## src/rtl/dspmb_pkg.sv

```systemverilog
`timescale 1ns / 1ps
`default_nettype none

package dspmb_pkg;

  // Stream widths: input tuser carries the access kind, output tuser the event.
  localparam int unsigned IN_DATA_W  = 32;
  localparam int unsigned IN_USER_W  = 3;
  localparam int unsigned OUT_DATA_W = 216;
  localparam int unsigned OUT_USER_W = 3;

  // Bus access kinds.
  localparam logic [2:0] CMD_WRITE = 3'd0;
  localparam logic [2:0] CMD_IRQ   = 3'd1;
  localparam logic [2:0] CMD_CHECK = 3'd2;
  localparam logic [2:0] CMD_READ  = 3'd3;
  localparam logic [2:0] CMD_BOOT  = 3'd4;

  // Event codes reported with each result.
  localparam logic [2:0] EV_NONE    = 3'd0;
  localparam logic [2:0] EV_SETUP   = 3'd1;
  localparam logic [2:0] EV_FRAME   = 3'd2;
  localparam logic [2:0] EV_RENDER  = 3'd3;
  localparam logic [2:0] EV_UNKNOWN = 3'd4;

  // Command opcodes in the top byte of the first command word.
  localparam logic [7:0] OP_SETUP = 8'h81;
  localparam logic [7:0] OP_FRAME = 8'h82;

  // Mail words posted to the host.
  localparam logic [31:0] MAIL_REPLY_HDR = 32'hDCD1_0004;
  localparam logic [31:0] MAIL_BOOT_HDR  = 32'hDCD1_0000;
  localparam logic [31:0] MAIL_TAG       = 32'hF355_0000;
  localparam logic [31:0] MAIL_RENDERED  = 32'hF355_FF00;
  localparam logic [31:0] MAIL_PRESENT   = 32'h8000_0000;

endpackage

`default_nettype wire

```

## src/rtl/dspmb_ram.sv

```systemverilog
`timescale 1ns / 1ps
`default_nettype none

module dspmb_ram #(
  parameter int unsigned WIDTH = 32,
  parameter int unsigned DEPTH = 16
) (
  input  wire logic                     clk_i,
  input  wire logic                     we_i,
  input  wire logic [$clog2(DEPTH)-1:0] waddr_i,
  input  wire logic [WIDTH-1:0]         wdata_i,
  input  wire logic [$clog2(DEPTH)-1:0] raddr_i,
  output logic      [WIDTH-1:0]         rdata_o
);

  logic [WIDTH-1:0] mem_q [DEPTH];

  // One write port and one registered read port.
  always_ff @(posedge clk_i) begin
    if (we_i) begin
      mem_q[waddr_i] <= wdata_i;
    end
    rdata_o <= mem_q[raddr_i];
  end

endmodule

`default_nettype wire

```

## src/rtl/dsp_mailbox_command_engine.sv

```systemverilog
// Audio-processor side of a host/DSP mailbox.
// Slave stream: one bus access per transfer; tuser holds the access kind
// (write mail, assert interrupt, check mail, read mail, boot) and tdata the
// mail word. Master stream: exactly one result transfer per access, with the
// read data, interrupt and overflow flags, render addresses, latched frame
// settings and the render counter in tdata and the event code in tuser.
// One access is worked at a time; s_axis_tready is high only while idle.
// Path from accept to the result register: plain accesses go through the
// execute step only; check/read add a registered queue read, boot pushes two
// mail words, a command reply pushes two after the command runs, a subframe
// render adds an 8-step shift-add for the address offset and two address
// adds, and a frame command adds a subtraction and the 32-step restoring
// division of the frame length by the subframe count (skipped with no
// subframes). The sequencer goes idle as the result loads. Multiply,
// adds, subtract and divide share one 33-bit adder-subtractor under the sequencer.
// A finished result waits in the output register while the next access is
// accepted; if the receiver stalls, the following result holds in the
// sequencer until the register frees. Reset empties the outgoing queue,
// clears the command collector and drops any latched frame. The queue
// storage itself is not cleared; only written entries are ever read.
`timescale 1ns / 1ps
`default_nettype none

module dsp_mailbox_command_engine #(
  parameter int unsigned QUEUE_DEPTH = 16
) (
  input  wire logic                              clk_i,
  input  wire logic                              rst_ni,
  input  wire logic                              s_axis_tvalid,
  output logic                                   s_axis_tready,
  // [31:0] mail_word
  input  wire logic [dspmb_pkg::IN_DATA_W-1:0]   s_axis_tdata,
  // [2:0] command
  input  wire logic [dspmb_pkg::IN_USER_W-1:0]   s_axis_tuser,
  output logic                                   m_axis_tvalid,
  input  wire logic                              m_axis_tready,
  // [31:0] read_data, [32] irq_raised, [64:33] render_addr_a,
  // [96:65] render_addr_b, [128:97] sample_count, [144:129] master_level,
  // [145] frame_pending, [209:146] subframes_rendered,
  // [210] mailbox_overflow, [215:211] zero
  output logic [dspmb_pkg::OUT_DATA_W-1:0]       m_axis_tdata,
  // [2:0] event_res
  output logic [dspmb_pkg::OUT_USER_W-1:0]       m_axis_tuser
);

  localparam int unsigned PTR_W  = $clog2(QUEUE_DEPTH);
  localparam int unsigned FILL_W = $clog2(QUEUE_DEPTH + 1);

  localparam logic [PTR_W-1:0]  PTR_LAST = PTR_W'(QUEUE_DEPTH - 1);
  localparam logic [FILL_W-1:0] FILL_MAX = FILL_W'(QUEUE_DEPTH);

  // Sequencer states.
  localparam logic [3:0] S_IDLE  = 4'd0;
  localparam logic [3:0] S_EXEC  = 4'd1;
  localparam logic [3:0] S_READ  = 4'd2;
  localparam logic [3:0] S_RUN   = 4'd3;
  localparam logic [3:0] S_MUL   = 4'd4;
  localparam logic [3:0] S_ADDA  = 4'd5;
  localparam logic [3:0] S_ADDB  = 4'd6;
  localparam logic [3:0] S_FSUB  = 4'd7;
  localparam logic [3:0] S_FDIV  = 4'd8;
  localparam logic [3:0] S_PUSH1 = 4'd9;
  localparam logic [3:0] S_PUSH2 = 4'd10;
  localparam logic [3:0] S_DONE  = 4'd11;

  // Control state.
  logic [3:0]        state_q, state_d;
  logic [PTR_W-1:0]  head_q, head_d;
  logic [PTR_W-1:0]  tail_q, tail_d;
  logic [FILL_W-1:0] fill_q, fill_d;
  logic [31:0]       last_mail_q, last_mail_d;
  logic              collecting_q, collecting_d;
  logic              release_q, release_d;
  logic [31:0]       wanted_q, wanted_d;
  logic [31:0]       received_q, received_d;
  logic [7:0]        sf_total_q, sf_total_d;
  logic [7:0]        sf_index_q, sf_index_d;
  logic [31:0]       spf_q, spf_d;
  logic [15:0]       level_q, level_d;
  logic [31:0]       base_a_q, base_a_d;
  logic [31:0]       base_b_q, base_b_d;
  logic [63:0]       rendered_q, rendered_d;
  logic [4:0]        cnt_q, cnt_d;
  logic              out_valid_q, out_valid_d;

  // Working and payload registers.
  logic [2:0]        cmd_q, cmd_d;
  logic [31:0]       mail_q, mail_d;
  logic [31:0]       cw_q [3];
  logic              cw_we;
  logic [1:0]        cw_sel;
  logic [31:0]       acc_q, acc_d;
  logic [31:0]       mcand_q, mcand_d;
  logic [7:0]        mplier_q, mplier_d;
  logic [31:0]       quo_q, quo_d;
  logic [7:0]        rem_q, rem_d;
  logic [31:0]       push0_q, push0_d;
  logic [31:0]       push1_q, push1_d;
  logic [31:0]       rd_q, rd_d;
  logic              irq_q, irq_d;
  logic              drop_q, drop_d;
  logic [2:0]        ev_q, ev_d;
  logic [31:0]       addr_a_q, addr_a_d;
  logic [31:0]       addr_b_q, addr_b_d;
  logic [dspmb_pkg::OUT_DATA_W-1:0] out_data_q, out_data_d;
  logic [dspmb_pkg::OUT_USER_W-1:0] out_user_q, out_user_d;

  // Shared adder-subtractor.
  logic [31:0] alu_a, alu_b;
  logic        alu_sub;
  logic [32:0] alu_sum;

  // Queue memory port.
  logic        ram_we;
  logic [31:0] ram_wdata;
  logic [31:0] ram_rdata;

  logic [31:0] received_inc;
  logic [8:0]  rem_shift;
  logic        div_ge;
  logic        pending;
  logic        queue_full;
  logic [7:0]  opcode;
  logic        out_load;

  assign received_inc = received_q + 32'd1;
  assign rem_shift    = {rem_q, quo_q[31]};
  assign div_ge       = alu_sum[32];
  assign pending      = (base_a_q != 32'd0) && (sf_index_q < sf_total_q);
  assign queue_full   = (fill_q >= FILL_MAX);
  assign opcode       = cw_q[0][31:24];
  assign out_load     = (state_q == S_DONE) && (!out_valid_q || m_axis_tready);

  // Operand selection for the shared unit.
  always_comb begin
    alu_a   = 32'd0;
    alu_b   = 32'd0;
    alu_sub = 1'b0;
    unique case (state_q)
      S_MUL: begin
        alu_a = acc_q;
        alu_b = mcand_q;
      end
      S_ADDA: begin
        alu_a = base_a_q;
        alu_b = acc_q;
      end
      S_ADDB: begin
        alu_a = base_b_q;
        alu_b = acc_q;
      end
      S_FSUB: begin
        alu_a   = cw_q[2];
        alu_b   = cw_q[1];
        alu_sub = 1'b1;
      end
      S_FDIV: begin
        alu_a   = {23'd0, rem_shift};
        alu_b   = {24'd0, sf_total_q};
        alu_sub = 1'b1;
      end
      default: begin
        alu_a = 32'd0;
      end
    endcase
  end

  assign alu_sum = {1'b0, alu_a} + {1'b0, (alu_sub ? ~alu_b : alu_b)} + {32'd0, alu_sub};

  // Queue storage.
  assign ram_we    = ((state_q == S_PUSH1) || (state_q == S_PUSH2)) && !queue_full;
  assign ram_wdata = (state_q == S_PUSH1) ? push0_q : push1_q;

  dspmb_ram #(
    .WIDTH(32),
    .DEPTH(QUEUE_DEPTH)
  ) u_queue (
    .clk_i  (clk_i),
    .we_i   (ram_we),
    .waddr_i(tail_q),
    .wdata_i(ram_wdata),
    .raddr_i(head_q),
    .rdata_o(ram_rdata)
  );

  // Sequencer.
  always_comb begin
    state_d      = state_q;
    head_d       = head_q;
    tail_d       = tail_q;
    fill_d       = fill_q;
    last_mail_d  = last_mail_q;
    collecting_d = collecting_q;
    release_d    = release_q;
    wanted_d     = wanted_q;
    received_d   = received_q;
    sf_total_d   = sf_total_q;
    sf_index_d   = sf_index_q;
    spf_d        = spf_q;
    level_d      = level_q;
    base_a_d     = base_a_q;
    base_b_d     = base_b_q;
    rendered_d   = rendered_q;
    cnt_d        = cnt_q;
    cmd_d        = cmd_q;
    mail_d       = mail_q;
    cw_we        = 1'b0;
    cw_sel       = received_q[1:0];
    acc_d        = acc_q;
    mcand_d      = mcand_q;
    mplier_d     = mplier_q;
    quo_d        = quo_q;
    rem_d        = rem_q;
    push0_d      = push0_q;
    push1_d      = push1_q;
    rd_d         = rd_q;
    irq_d        = irq_q;
    drop_d       = drop_q;
    ev_d         = ev_q;
    addr_a_d     = addr_a_q;
    addr_b_d     = addr_b_q;

    unique case (state_q) inside
      S_IDLE: begin
        if (s_axis_tvalid) begin
          cmd_d    = s_axis_tuser;
          mail_d   = s_axis_tdata;
          rd_d     = 32'd0;
          irq_d    = 1'b0;
          drop_d   = 1'b0;
          ev_d     = dspmb_pkg::EV_NONE;
          addr_a_d = 32'd0;
          addr_b_d = 32'd0;
          state_d  = S_EXEC;
        end
      end

      S_EXEC: begin
        state_d = S_DONE;
        unique case (cmd_q) inside
          dspmb_pkg::CMD_WRITE: begin
            last_mail_d = mail_q;
            if (collecting_q) begin
              cw_we      = (received_q < 32'd3);
              received_d = received_inc;
              if (received_inc == wanted_q) begin
                collecting_d = 1'b0;
                state_d      = S_RUN;
              end
            end
          end
          dspmb_pkg::CMD_IRQ: begin
            release_d    = (last_mail_q == 32'd0);
            wanted_d     = (last_mail_q != 32'd0) ? last_mail_q : 32'd2;
            collecting_d = 1'b1;
            received_d   = 32'd0;
          end
          dspmb_pkg::CMD_CHECK, dspmb_pkg::CMD_READ: begin
            if (fill_q != '0) begin
              state_d = S_READ;
            end
          end
          dspmb_pkg::CMD_BOOT: begin
            push0_d = dspmb_pkg::MAIL_BOOT_HDR;
            push1_d = dspmb_pkg::MAIL_TAG;
            state_d = S_PUSH1;
          end
          default: begin
            state_d = S_DONE;
          end
        endcase
      end

      // Queue front is in the registered read data now.
      S_READ: begin
        if (cmd_q == dspmb_pkg::CMD_CHECK) begin
          rd_d = dspmb_pkg::MAIL_PRESENT | {16'd0, ram_rdata[31:16]};
        end else begin
          rd_d   = ram_rdata;
          head_d = (head_q == PTR_LAST) ? '0 : head_q + PTR_W'(1);
          fill_d = fill_q - FILL_W'(1);
        end
        state_d = S_DONE;
      end

      // A complete command has been collected.
      S_RUN: begin
        state_d = S_DONE;
        if (release_q) begin
          if (pending) begin
            acc_d    = 32'd0;
            mcand_d  = {spf_q[30:0], 1'b0};
            mplier_d = sf_index_q;
            cnt_d    = 5'd0;
            state_d  = S_MUL;
          end
        end else if (opcode == dspmb_pkg::OP_FRAME) begin
          if (received_q >= 32'd3) begin
            sf_total_d = cw_q[0][23:16];
            level_d    = cw_q[0][15:0];
            base_a_d   = cw_q[1];
            base_b_d   = cw_q[2];
            sf_index_d = 8'd0;
            ev_d       = dspmb_pkg::EV_FRAME;
            state_d    = S_FSUB;
          end
        end else begin
          ev_d    = (opcode == dspmb_pkg::OP_SETUP) ? dspmb_pkg::EV_SETUP
                                                    : dspmb_pkg::EV_UNKNOWN;
          push0_d = dspmb_pkg::MAIL_REPLY_HDR;
          push1_d = dspmb_pkg::MAIL_TAG | {16'd0, cw_q[0][31:16]};
          state_d = S_PUSH1;
        end
      end

      // Offset = 2 * index * samples, one multiplier bit a step.
      S_MUL: begin
        if (mplier_q[0]) begin
          acc_d = alu_sum[31:0];
        end
        mcand_d  = {mcand_q[30:0], 1'b0};
        mplier_d = {1'b0, mplier_q[7:1]};
        cnt_d    = cnt_q + 5'd1;
        if (cnt_q[2:0] == 3'd7) begin
          state_d = S_ADDA;
        end
      end

      S_ADDA: begin
        addr_a_d = alu_sum[31:0];
        state_d  = S_ADDB;
      end

      S_ADDB: begin
        addr_b_d   = alu_sum[31:0];
        sf_index_d = sf_index_q + 8'd1;
        rendered_d = rendered_q + 64'd1;
        ev_d       = dspmb_pkg::EV_RENDER;
        push0_d    = dspmb_pkg::MAIL_REPLY_HDR;
        push1_d    = dspmb_pkg::MAIL_RENDERED;
        state_d    = S_PUSH1;
      end

      // Frame length in samples is half the byte distance.
      S_FSUB: begin
        quo_d = {1'b0, alu_sum[31:1]};
        rem_d = 8'd0;
        cnt_d = 5'd0;
        if (sf_total_q == 8'd0) begin
          spf_d   = 32'd0;
          state_d = S_DONE;
        end else begin
          state_d = S_FDIV;
        end
      end

      // Restoring division, one quotient bit a step.
      S_FDIV: begin
        rem_d = div_ge ? alu_sum[7:0] : rem_shift[7:0];
        quo_d = {quo_q[30:0], div_ge};
        cnt_d = cnt_q + 5'd1;
        if (cnt_q == 5'd31) begin
          spf_d   = {quo_q[30:0], div_ge};
          state_d = S_DONE;
        end
      end

      S_PUSH1, S_PUSH2: begin
        irq_d = 1'b1;
        if (queue_full) begin
          drop_d = 1'b1;
        end else begin
          tail_d = (tail_q == PTR_LAST) ? '0 : tail_q + PTR_W'(1);
          fill_d = fill_q + FILL_W'(1);
        end
        state_d = (state_q == S_PUSH1) ? S_PUSH2 : S_DONE;
      end

      S_DONE: begin
        if (out_load) begin
          state_d = S_IDLE;
        end
      end

      default: begin
        state_d = S_IDLE;
      end
    endcase
  end

  // Output register contents.
  always_comb begin
    out_data_d = {5'd0, drop_q, rendered_q, pending, level_q, spf_q,
                  addr_b_q, addr_a_q, irq_q, rd_q};
    out_user_d = ev_q;
    if (out_load) begin
      out_valid_d = 1'b1;
    end else if (m_axis_tready) begin
      out_valid_d = 1'b0;
    end else begin
      out_valid_d = out_valid_q;
    end
  end

  // Control registers.
  always_ff @(posedge clk_i or negedge rst_ni) begin
    if (!rst_ni) begin
      state_q      <= S_IDLE;
      head_q       <= '0;
      tail_q       <= '0;
      fill_q       <= '0;
      last_mail_q  <= 32'd0;
      collecting_q <= 1'b0;
      release_q    <= 1'b0;
      wanted_q     <= 32'd0;
      received_q   <= 32'd0;
      sf_total_q   <= 8'd0;
      sf_index_q   <= 8'd0;
      spf_q        <= 32'd0;
      level_q      <= 16'd0;
      base_a_q     <= 32'd0;
      base_b_q     <= 32'd0;
      rendered_q   <= 64'd0;
      cnt_q        <= 5'd0;
      out_valid_q  <= 1'b0;
    end else begin
      state_q      <= state_d;
      head_q       <= head_d;
      tail_q       <= tail_d;
      fill_q       <= fill_d;
      last_mail_q  <= last_mail_d;
      collecting_q <= collecting_d;
      release_q    <= release_d;
      wanted_q     <= wanted_d;
      received_q   <= received_d;
      sf_total_q   <= sf_total_d;
      sf_index_q   <= sf_index_d;
      spf_q        <= spf_d;
      level_q      <= level_d;
      base_a_q     <= base_a_d;
      base_b_q     <= base_b_d;
      rendered_q   <= rendered_d;
      cnt_q        <= cnt_d;
      out_valid_q  <= out_valid_d;
    end
  end

  // Working and payload registers.
  always_ff @(posedge clk_i) begin
    cmd_q    <= cmd_d;
    mail_q   <= mail_d;
    acc_q    <= acc_d;
    mcand_q  <= mcand_d;
    mplier_q <= mplier_d;
    quo_q    <= quo_d;
    rem_q    <= rem_d;
    push0_q  <= push0_d;
    push1_q  <= push1_d;
    rd_q     <= rd_d;
    irq_q    <= irq_d;
    drop_q   <= drop_d;
    ev_q     <= ev_d;
    addr_a_q <= addr_a_d;
    addr_b_q <= addr_b_d;
    if (cw_we) begin
      cw_q[cw_sel] <= mail_q;
    end
    if (out_load) begin
      out_data_q <= out_data_d;
      out_user_q <= out_user_d;
    end
  end

  assign s_axis_tready = (state_q == S_IDLE);
  assign m_axis_tvalid = out_valid_q;
  assign m_axis_tdata  = out_data_q;
  assign m_axis_tuser  = out_user_q;

  // The fill count never passes the queue depth.
  a_fill_bound : assert property (@(posedge clk_i) disable iff (!rst_ni)
    fill_q <= FILL_MAX)
    else $error("queue fill count exceeds depth");

  // The queue is never written while full.
  a_no_write_full : assert property (@(posedge clk_i) disable iff (!rst_ni)
    ram_we |-> (fill_q < FILL_MAX))
    else $error("queue written while full");

  // A frame latch never raises the interrupt.
  a_frame_no_irq : assert property (@(posedge clk_i) disable iff (!rst_ni)
    (m_axis_tvalid && (m_axis_tuser == dspmb_pkg::EV_FRAME)) |-> !m_axis_tdata[32])
    else $error("frame latch reported an interrupt");

  // The render counter only moves at the end of a render.
  a_render_count : assert property (@(posedge clk_i) disable iff (!rst_ni)
    (rendered_q != $past(rendered_q)) |-> ($past(state_q) == S_ADDB))
    else $error("render counter changed outside a render");

endmodule

`default_nettype wire
```

## config.mk

```make
export PLATFORM = sky130hd
export DESIGN_NAME = dsp_mailbox_command_engine
export DESIGN_NICKNAME = d
export VERILOG_FILES = /design/src/rtl/dspmb_pkg.sv /design/src/rtl/dspmb_ram.sv /design/src/rtl/dsp_mailbox_command_engine.sv
export SDC_FILE = /design/constraint.sdc
export NUM_CORES = 2
export LEC_CHECK = 0
export BUFFER_PORTS_ARGS = -buffer_cell sky130_fd_sc_hd__buf_2
export CORE_MARGIN = 2
export CORE_UTILIZATION = 49
export CTS_BUF_LIST = sky130_fd_sc_hd__clkbuf_4 sky130_fd_sc_hd__clkbuf_8
export DETAILED_ROUTE_END_ITERATION = 10
export PLACE_DENSITY = 0.66
export SLEW_MARGIN = 0
export SYNTH_ARGS = -nofsm -noshare
export SYNTH_HDL_FRONTEND = slang
export SYNTH_SLANG_ARGS = --single-unit
```

## constraint.sdc

```tcl
create_clock -name clk_i -period 12.4 [get_ports clk_i]
set_clock_uncertainty 0.2 [all_clocks]
set_input_delay 1.24 -clock clk_i [delete_from_list [all_inputs] [get_ports clk_i]]
set_output_delay 1.24 -clock clk_i [all_outputs]
set_load 0.02 [all_outputs]
```

-- Word level (Yosys, flattened, before mapping)
Memories as Yosys holds them, arrays and structs flattened. A register that Yosys moved wholly into a read port is not among the register bits.
Index checks and enable logic that the tools add are counted.
- RAM bits: 608
- bits in registers: 839
- word-level logic and storage cells: 235
- input port bits: 39
- output and inout bits: 221
- memories kept: 2
- memories (name ; depth ; bits a word ; rd ports ; clocked after memory_dff ; wr ports ; line ; text):
    u_queue.mem_q ; 16 ; 32 ; 1 ; 1 ; 1 ; dspmb_ram.sv:16 ; logic [WIDTH-1:0] mem_q [DEPTH];
    cw_q ; 3 ; 32 ; 3 ; 0 ; 1 ; dsp_mailbox_command_engine.sv:89 ; logic [31:0] cw_q [3];
- reductions and logical operators: 54
- eq/ne operators: 40
- multiplexer cells: 86
- bitwise operators: 4
- magnitude comparators: 4
- $add $sub $neg: 10
- operators with widths (cell ; count):
    two-way mux 32 bit ; 19
    one-hot mux 32 bit (2 select lines) ; 8
    one-hot mux 32 bit (3 select lines) ; 2
    one-hot mux 32 bit (5 select lines) ; 1
    one-hot mux 32 bit (4 select lines) ; 1
    adder 64 x 1 -> 64 bit (second input constant) ; 1
    nonzero test 32 bit ; 2
    two-way mux 4 bit ; 13
    two-way mux 8 bit ; 6
    one-hot mux 8 bit (2 select lines) ; 3
    one-hot mux 4 bit (11 select lines) ; 1
    adder 32 x 32 -> 33 bit ; 1
    adder 33 x 1 -> 33 bit ; 1
    adder 32 x 1 -> 32 bit (second input constant) ; 1
    == test 32 bit ; 1
    greater-or-equal comparator 32 x 2 -> 1 bit (second input constant) ; 1
    zero test 32 bit ; 1
    < comparator 32 x 2 -> 1 bit (second input constant) ; 1
    NOT 32 bit ; 1
    == test 4 bit (second input constant) ; 6
    AND reduction 4 bit ; 6
    inequality test 2 bit (second input constant) ; 11
    two-way mux 5 bit ; 4
    AND reduction 2 bit ; 10
    other kinds (36) ; 96

-- Depth between registers and ports, before layout
- depth in word-level cells: 9
- gate-level depth with buffers: 20

-- Cells and area by module
Synthesis repeated with hierarchy kept, for this count alone.
- cell total of the unflattened synthesis: 3800
- area total of the unflattened synthesis: 56594.3 um^2
- by module, submodules not included (module ; cells each ; times used ; area each (um^2)):
    dsp_mailbox_command_engine ; 2962 ; 1 ; 36759.0
    dspmb_ram ; 838 ; 1 ; 19835.3

-- Worst setup path before layout
No wires, ideal clock.
- path type: input-to-reg
- start point: in m_axis_tready
- end point: reg out_data_q, in the netlist m_axis_tdata[0] (enable)
- library setup time: 0.589 ns
- path slack: 5.591 ns
- stages: 2
- arrival time: 6.021 ns
- path buffers: 0
- cells stage by stage: nand2b_1 > and3_1
- cells in the longest elaborated chain, start to end: 2
- RTL lines (what ; line ; text):
    from (decl) ; dsp_mailbox_command_engine.sv:36 ; input wire logic m_axis_tready,
    logical OR 1 bit ; dsp_mailbox_command_engine.sv:132 ; assign out_load = (state_q == S_DONE) && (!out_valid_q || m_axis_tready);
    logical AND 1 bit ; dsp_mailbox_command_engine.sv:132 ;
    net out_load ; dsp_mailbox_command_engine.sv:124 ; logic out_load;
    to (signal assigned) ; dsp_mailbox_command_engine.sv:469 ; out_data_q <= out_data_d;
    to (decl) ; dsp_mailbox_command_engine.sv:105 ; logic [dspmb_pkg::OUT_DATA_W-1:0] out_data_q, out_data_d;
The timed path passes the listed nets, and every way through them passes these cells.
A chain may end at the register's enable or synchronous reset.

-- Worst setup path in the final report
- start point: reg state_q[1]
- end point: reg rem_q[5], data pin
- elaborated cells on any way between the ends: 16
- classes of those cells: add/sub: 2; eq/ne: 5; mux: 6; bitwise: 1; reduce/logical: 2
- RTL lines (what ; line ; text):
    from (decl) ; dsp_mailbox_command_engine.sv:67 ; logic [3:0] state_q, state_d;
    from (signal assigned) ; dsp_mailbox_command_engine.sv:427 ; state_q <= state_d;
    == test 4 x 3 -> 1 bit or == test 4 bit (tied branches) ; dsp_mailbox_command_engine.sv:139 ; unique case (state_q)
    OR reduction 2 bit (no source line) (*) ; - ;
    two-way mux 1 bit (*) ; dsp_mailbox_command_engine.sv:139 ;
    net alu_sub ; dsp_mailbox_command_engine.sv:110 ; logic alu_sub;
    two-way mux 32 bit ; dsp_mailbox_command_engine.sv:168 ; assign alu_sum = {1'b0, alu_a} + {1'b0, (alu_sub ? ~alu_b : alu_b)} + {32'd0, alu_sub};
    adder 32 x 32 -> 33 bit ; dsp_mailbox_command_engine.sv:168 ;
    adder 33 x 1 -> 33 bit (*) ; dsp_mailbox_command_engine.sv:168 ;
    two-way mux 8 bit (*) ; dsp_mailbox_command_engine.sv:359 ; rem_d = div_ge ? alu_sum[7:0] : rem_shift[7:0];
    one-hot mux 8 bit (2 select lines) (*) ; dsp_mailbox_command_engine.sv:223 ; unique case (state_q) inside
    to (signal assigned) ; dsp_mailbox_command_engine.sv:456 ; rem_q <= rem_d;
    to (decl) ; dsp_mailbox_command_engine.sv:96 ; logic [7:0] rem_q, rem_d;
Mark *: on every way through the listed nets, which the timed path passes. The rest lies on a longest branch.

==> key figures <==
Status
  – Status: completed

Critical path
  – CP Data Required Time: around 13 ns
  – CP Class: reg2reg
  – Crit. End Element: flip-flop
  – WP data arrival: between 6 and 7 ns
  – CP max FO: 85
  – Startpoint types: flip-flop

Drt
  – DRC violations left: 0
  – Drt wl/cell: roughly 22 um
  – Vias per cell: 5.63
  – TritonRoute pass-1 iters: 5
  – Final WL: approximately 120,000 um
  – Final ANT Viol Nets: 0
  – Iter 0 DRT Violations: ~2,800
  – Routed vias: roughly 30,000

Placed design
  – I/O Buffers: roughly 250
  – Post-DP HPWL: between 70,000 and 80,000 um
  – Placed Area: approximately 0.050 mm2
  – Placer's final routability congestion estimate: between 0.9 and 1

Finish
  – Commonest non-fill, non-tap cell in the layout: edfxtp_1
  – Fillers: around 7,900
  – Fin util: a little under three fifths
  – Share of post-route cells with drive strength above 1: between 10% and 20%
  – Final instance area: 0.0544 mm2
  – Most frequent cells in the layout: edfxtp_1 (838), nand2_1 (622), dfrtp_1 (311)
  – P&R area growth vs syn: 13.6%
  – Layout net count: roughly 4,000

STA
  – Setup-failing EPs final: 0
  – Relative slew margins: roughly 14%
  – Final Hold Vio Count: 0
  – Max Fclk: approximately 0.16 GHz
  – Slew Limit Fails: 0
  – Unrepaired setup endpoints after global routing: false
  – Post-route minimum period: between 6 and 7 ns
  – Period utilisation layout: about 50%
  – Worst-margin pin slew: approximately 1.3 ns
  – Setup TNS Final: 0 ns

Logic synthesis
  – Synth top area share: between 50% and 60%
  – Number of synthesized flops with an enable pin: roughly 840
  – Seq/Total Area, Yosys: between 60% and 70%
  – Prevailing post-synth register cell: edfxtp_1
  – Mapped Area: about 0.048 mm2
  – Yosys warns: 0
  – Synthesized instance count: between 3,000 and 4,000
  – Asr flop ratio synth: about 27%
  – Ranking of synthesized cells by area: edfxtp_1 (53%), dfrtp_1 (16%), nand2_1 (4.9%)
  – Synthesized area per cell: about 13 um2
  – Flop and latch count out of synthesis: around 1,200
  – Synth area leader: edfxtp_1
  – Yosys cell types: just over 100

Global route
  – GRT Total Usage: about a quarter
  – Initial antenna violation count: 6
  – Congestion Overflow GR: 0
  – Global-route wire length before repair: 177,000 um
  – Largest net degree at the start of global routing: 170
  – Vias in the first global route: 29,184

Power and ir drop
  – Switching pwr: 3.24 mW
  – Internal power: around 7.5 mW
  – Clock Power Share: between 30% and 40%
  – Sw frac: between 30 and 40%
  – Pwr/cell area: around 200 mW/mm2
  – Leak: roughly 21 nW
  – Flop pwr share: 48.0%
  – Combinational power share: about a fifth
  – Max VDD drop: 124 uV

Clocking
  – Postcts setup bufs: 0
  – Sink Count: roughly 1,200
  – CTS hold repair buffers: 0
  – Clock latency on the worst-skew pair: approximately 0.85 ns
  – CTS tree: done
  – Total CTS buffers: about 190
  – Clock Root Buffer: clkbuf_8
  – Max Root-Sink Buffers: 3
  – Post_cts resized: 0
  – Total number of H-tree levels: 4
  – Worst-path clk slew: ~0.06 ns

Worst hold path
  – Worst min-delay path category: in2async

Die
  – Die Width: 317 um
  – Die Y-Extent: between 300 and 400 um
  – Initial core utilization: about 50%
  – I/O pin cnt: 260
  – Row count: roughly 110
  – CORE AREA: approximately 0.097 mm2
  – Die area: roughly 0.1 mm2

Run
  – Max_cap viols: 0
## synthesized netlist by cell type (42+ instances only)
cell,count
a21oi_1,88
a22oi_1,82
and3_1,42
clkbuf_1,127
dfrtp_1,313
edfxtp_1,838
ha_1,57
inv_1,51
mux2_2,53
mux2i_1,69
nand2_1,624
nand3_1,75
nor2_1,190
o21ai_0,198
xnor2_1,98
xor2_1,47
## registers in the layout (all words and copies together) (netlist names), 64 cells and up
| signal | flops |
|---|---|
| cw_q | 96 |
| m_axis_tdata | 199 |
| rendered_q | 64 |
| u_queue.mem_q | 288 |
## metal layers
metal / wire, um / GRT usage, %
met5: 0 / 0
met4: 4440 / 9.87
met3: 7090 / 4.06
met2: 58900 / 39.2
met1: 48200 / 31.0
## worst paths after layout
kind / start / endpoint / slack [ns] / cells past startpoint
min in group clk_i: addr_a_q[21] / m_axis_tdata[54] / 0.21 / 0
hold / removal: rst_ni / spf_q[18] / 0.15 / 1
setup reg to reg: state_q[1] / rem_q[5] / 6.15 / 18
hold reg to reg: addr_a_q[21] / m_axis_tdata[54] / 0.21 / 0
setup / recovery: state_q[1] / rem_q[5] / 6.15 / 18
max in group asynchronous: rst_ni / last_mail_q[9] / 9.67 / 3
## critical path: stages (launching register included)
cell and delay, ns:
dfrtp_1 0.68, nor4b_4 0.35, buf_4 0.70, nor2_1 0.12, buf_4 0.27, inv_1 0.08
buf_4 0.48, o21ai_0 0.16, nand2_1 0.11, inv_1 0.06, fa_1 0.42, nor2b_1 0.21
o311a_1 0.31, o211ai_2 0.16, a2111oi_1 0.57, o31a_1 0.30, a31o_2 0.39, mux2_1 0.36
nor2_1 0.09
## final cells by class
| cell class | count | area, um2 | area share (%) |
|---|---|---|---|
| antenna | 4 | 10.0 | 0.0184 |
| clock buffer | 297 | 3530 | 6.49 |
| clock inverter | 50 | 388 | 0.713 |
| inverter | 51 | 191 | 0.352 |
| multi-input combinational | 2149 | 13600 | 25.1 |
| sequential | 1169 | 33400 | 61.3 |
| tap | 1276 | 1600 | 2.93 |
| timing repair buffer | 306 | 1690 | 3.11 |
## logic make-up after synthesis
family | Yosys count | share of synthesized area, %
buffers and inverters | 240 | 2.12
adder cells (fa/ha/maj) | 60 | 1.59
XOR/XNOR | 147 | 2.75
multiplexers | 159 | 4.41
other | 1 | 0.00783
AO/OA/AOI/OAI | 599 | 8.21
flip-flops | 1169 | 69.7
AND/OR/NAND/NOR | 1176 | 11.3
## stage by stage
step           cells  total power, mW  setup slack (ns)  hold WS (ns)
5_1_grt         5302             11.3              5.80         0.150
3_3_place_gp    4951             7.41              6.29         0.202
2_1_floorplan   3558             6.69              5.59         0.200
3_5_place_dp    4951             7.46              6.26         0.205
6_report        5302             10.8              6.15         0.149
4_1_cts         5298             10.9              6.24         0.120
## power by group through the flow
stage / logic, mW / clock network, mW / registers (mW)
global placement: 2.17 / 0 / 5.24
detailed placement: 2.21 / 0 / 5.25
floorplan: 1.41 / 0 / 5.28
global route: 2.41 / 3.63 / 5.22
CTS: 2.21 / 3.47 / 5.18
finish: 2.20 / 3.40 / 5.17
No activity file was read; power rests on OpenSTA's default activity.
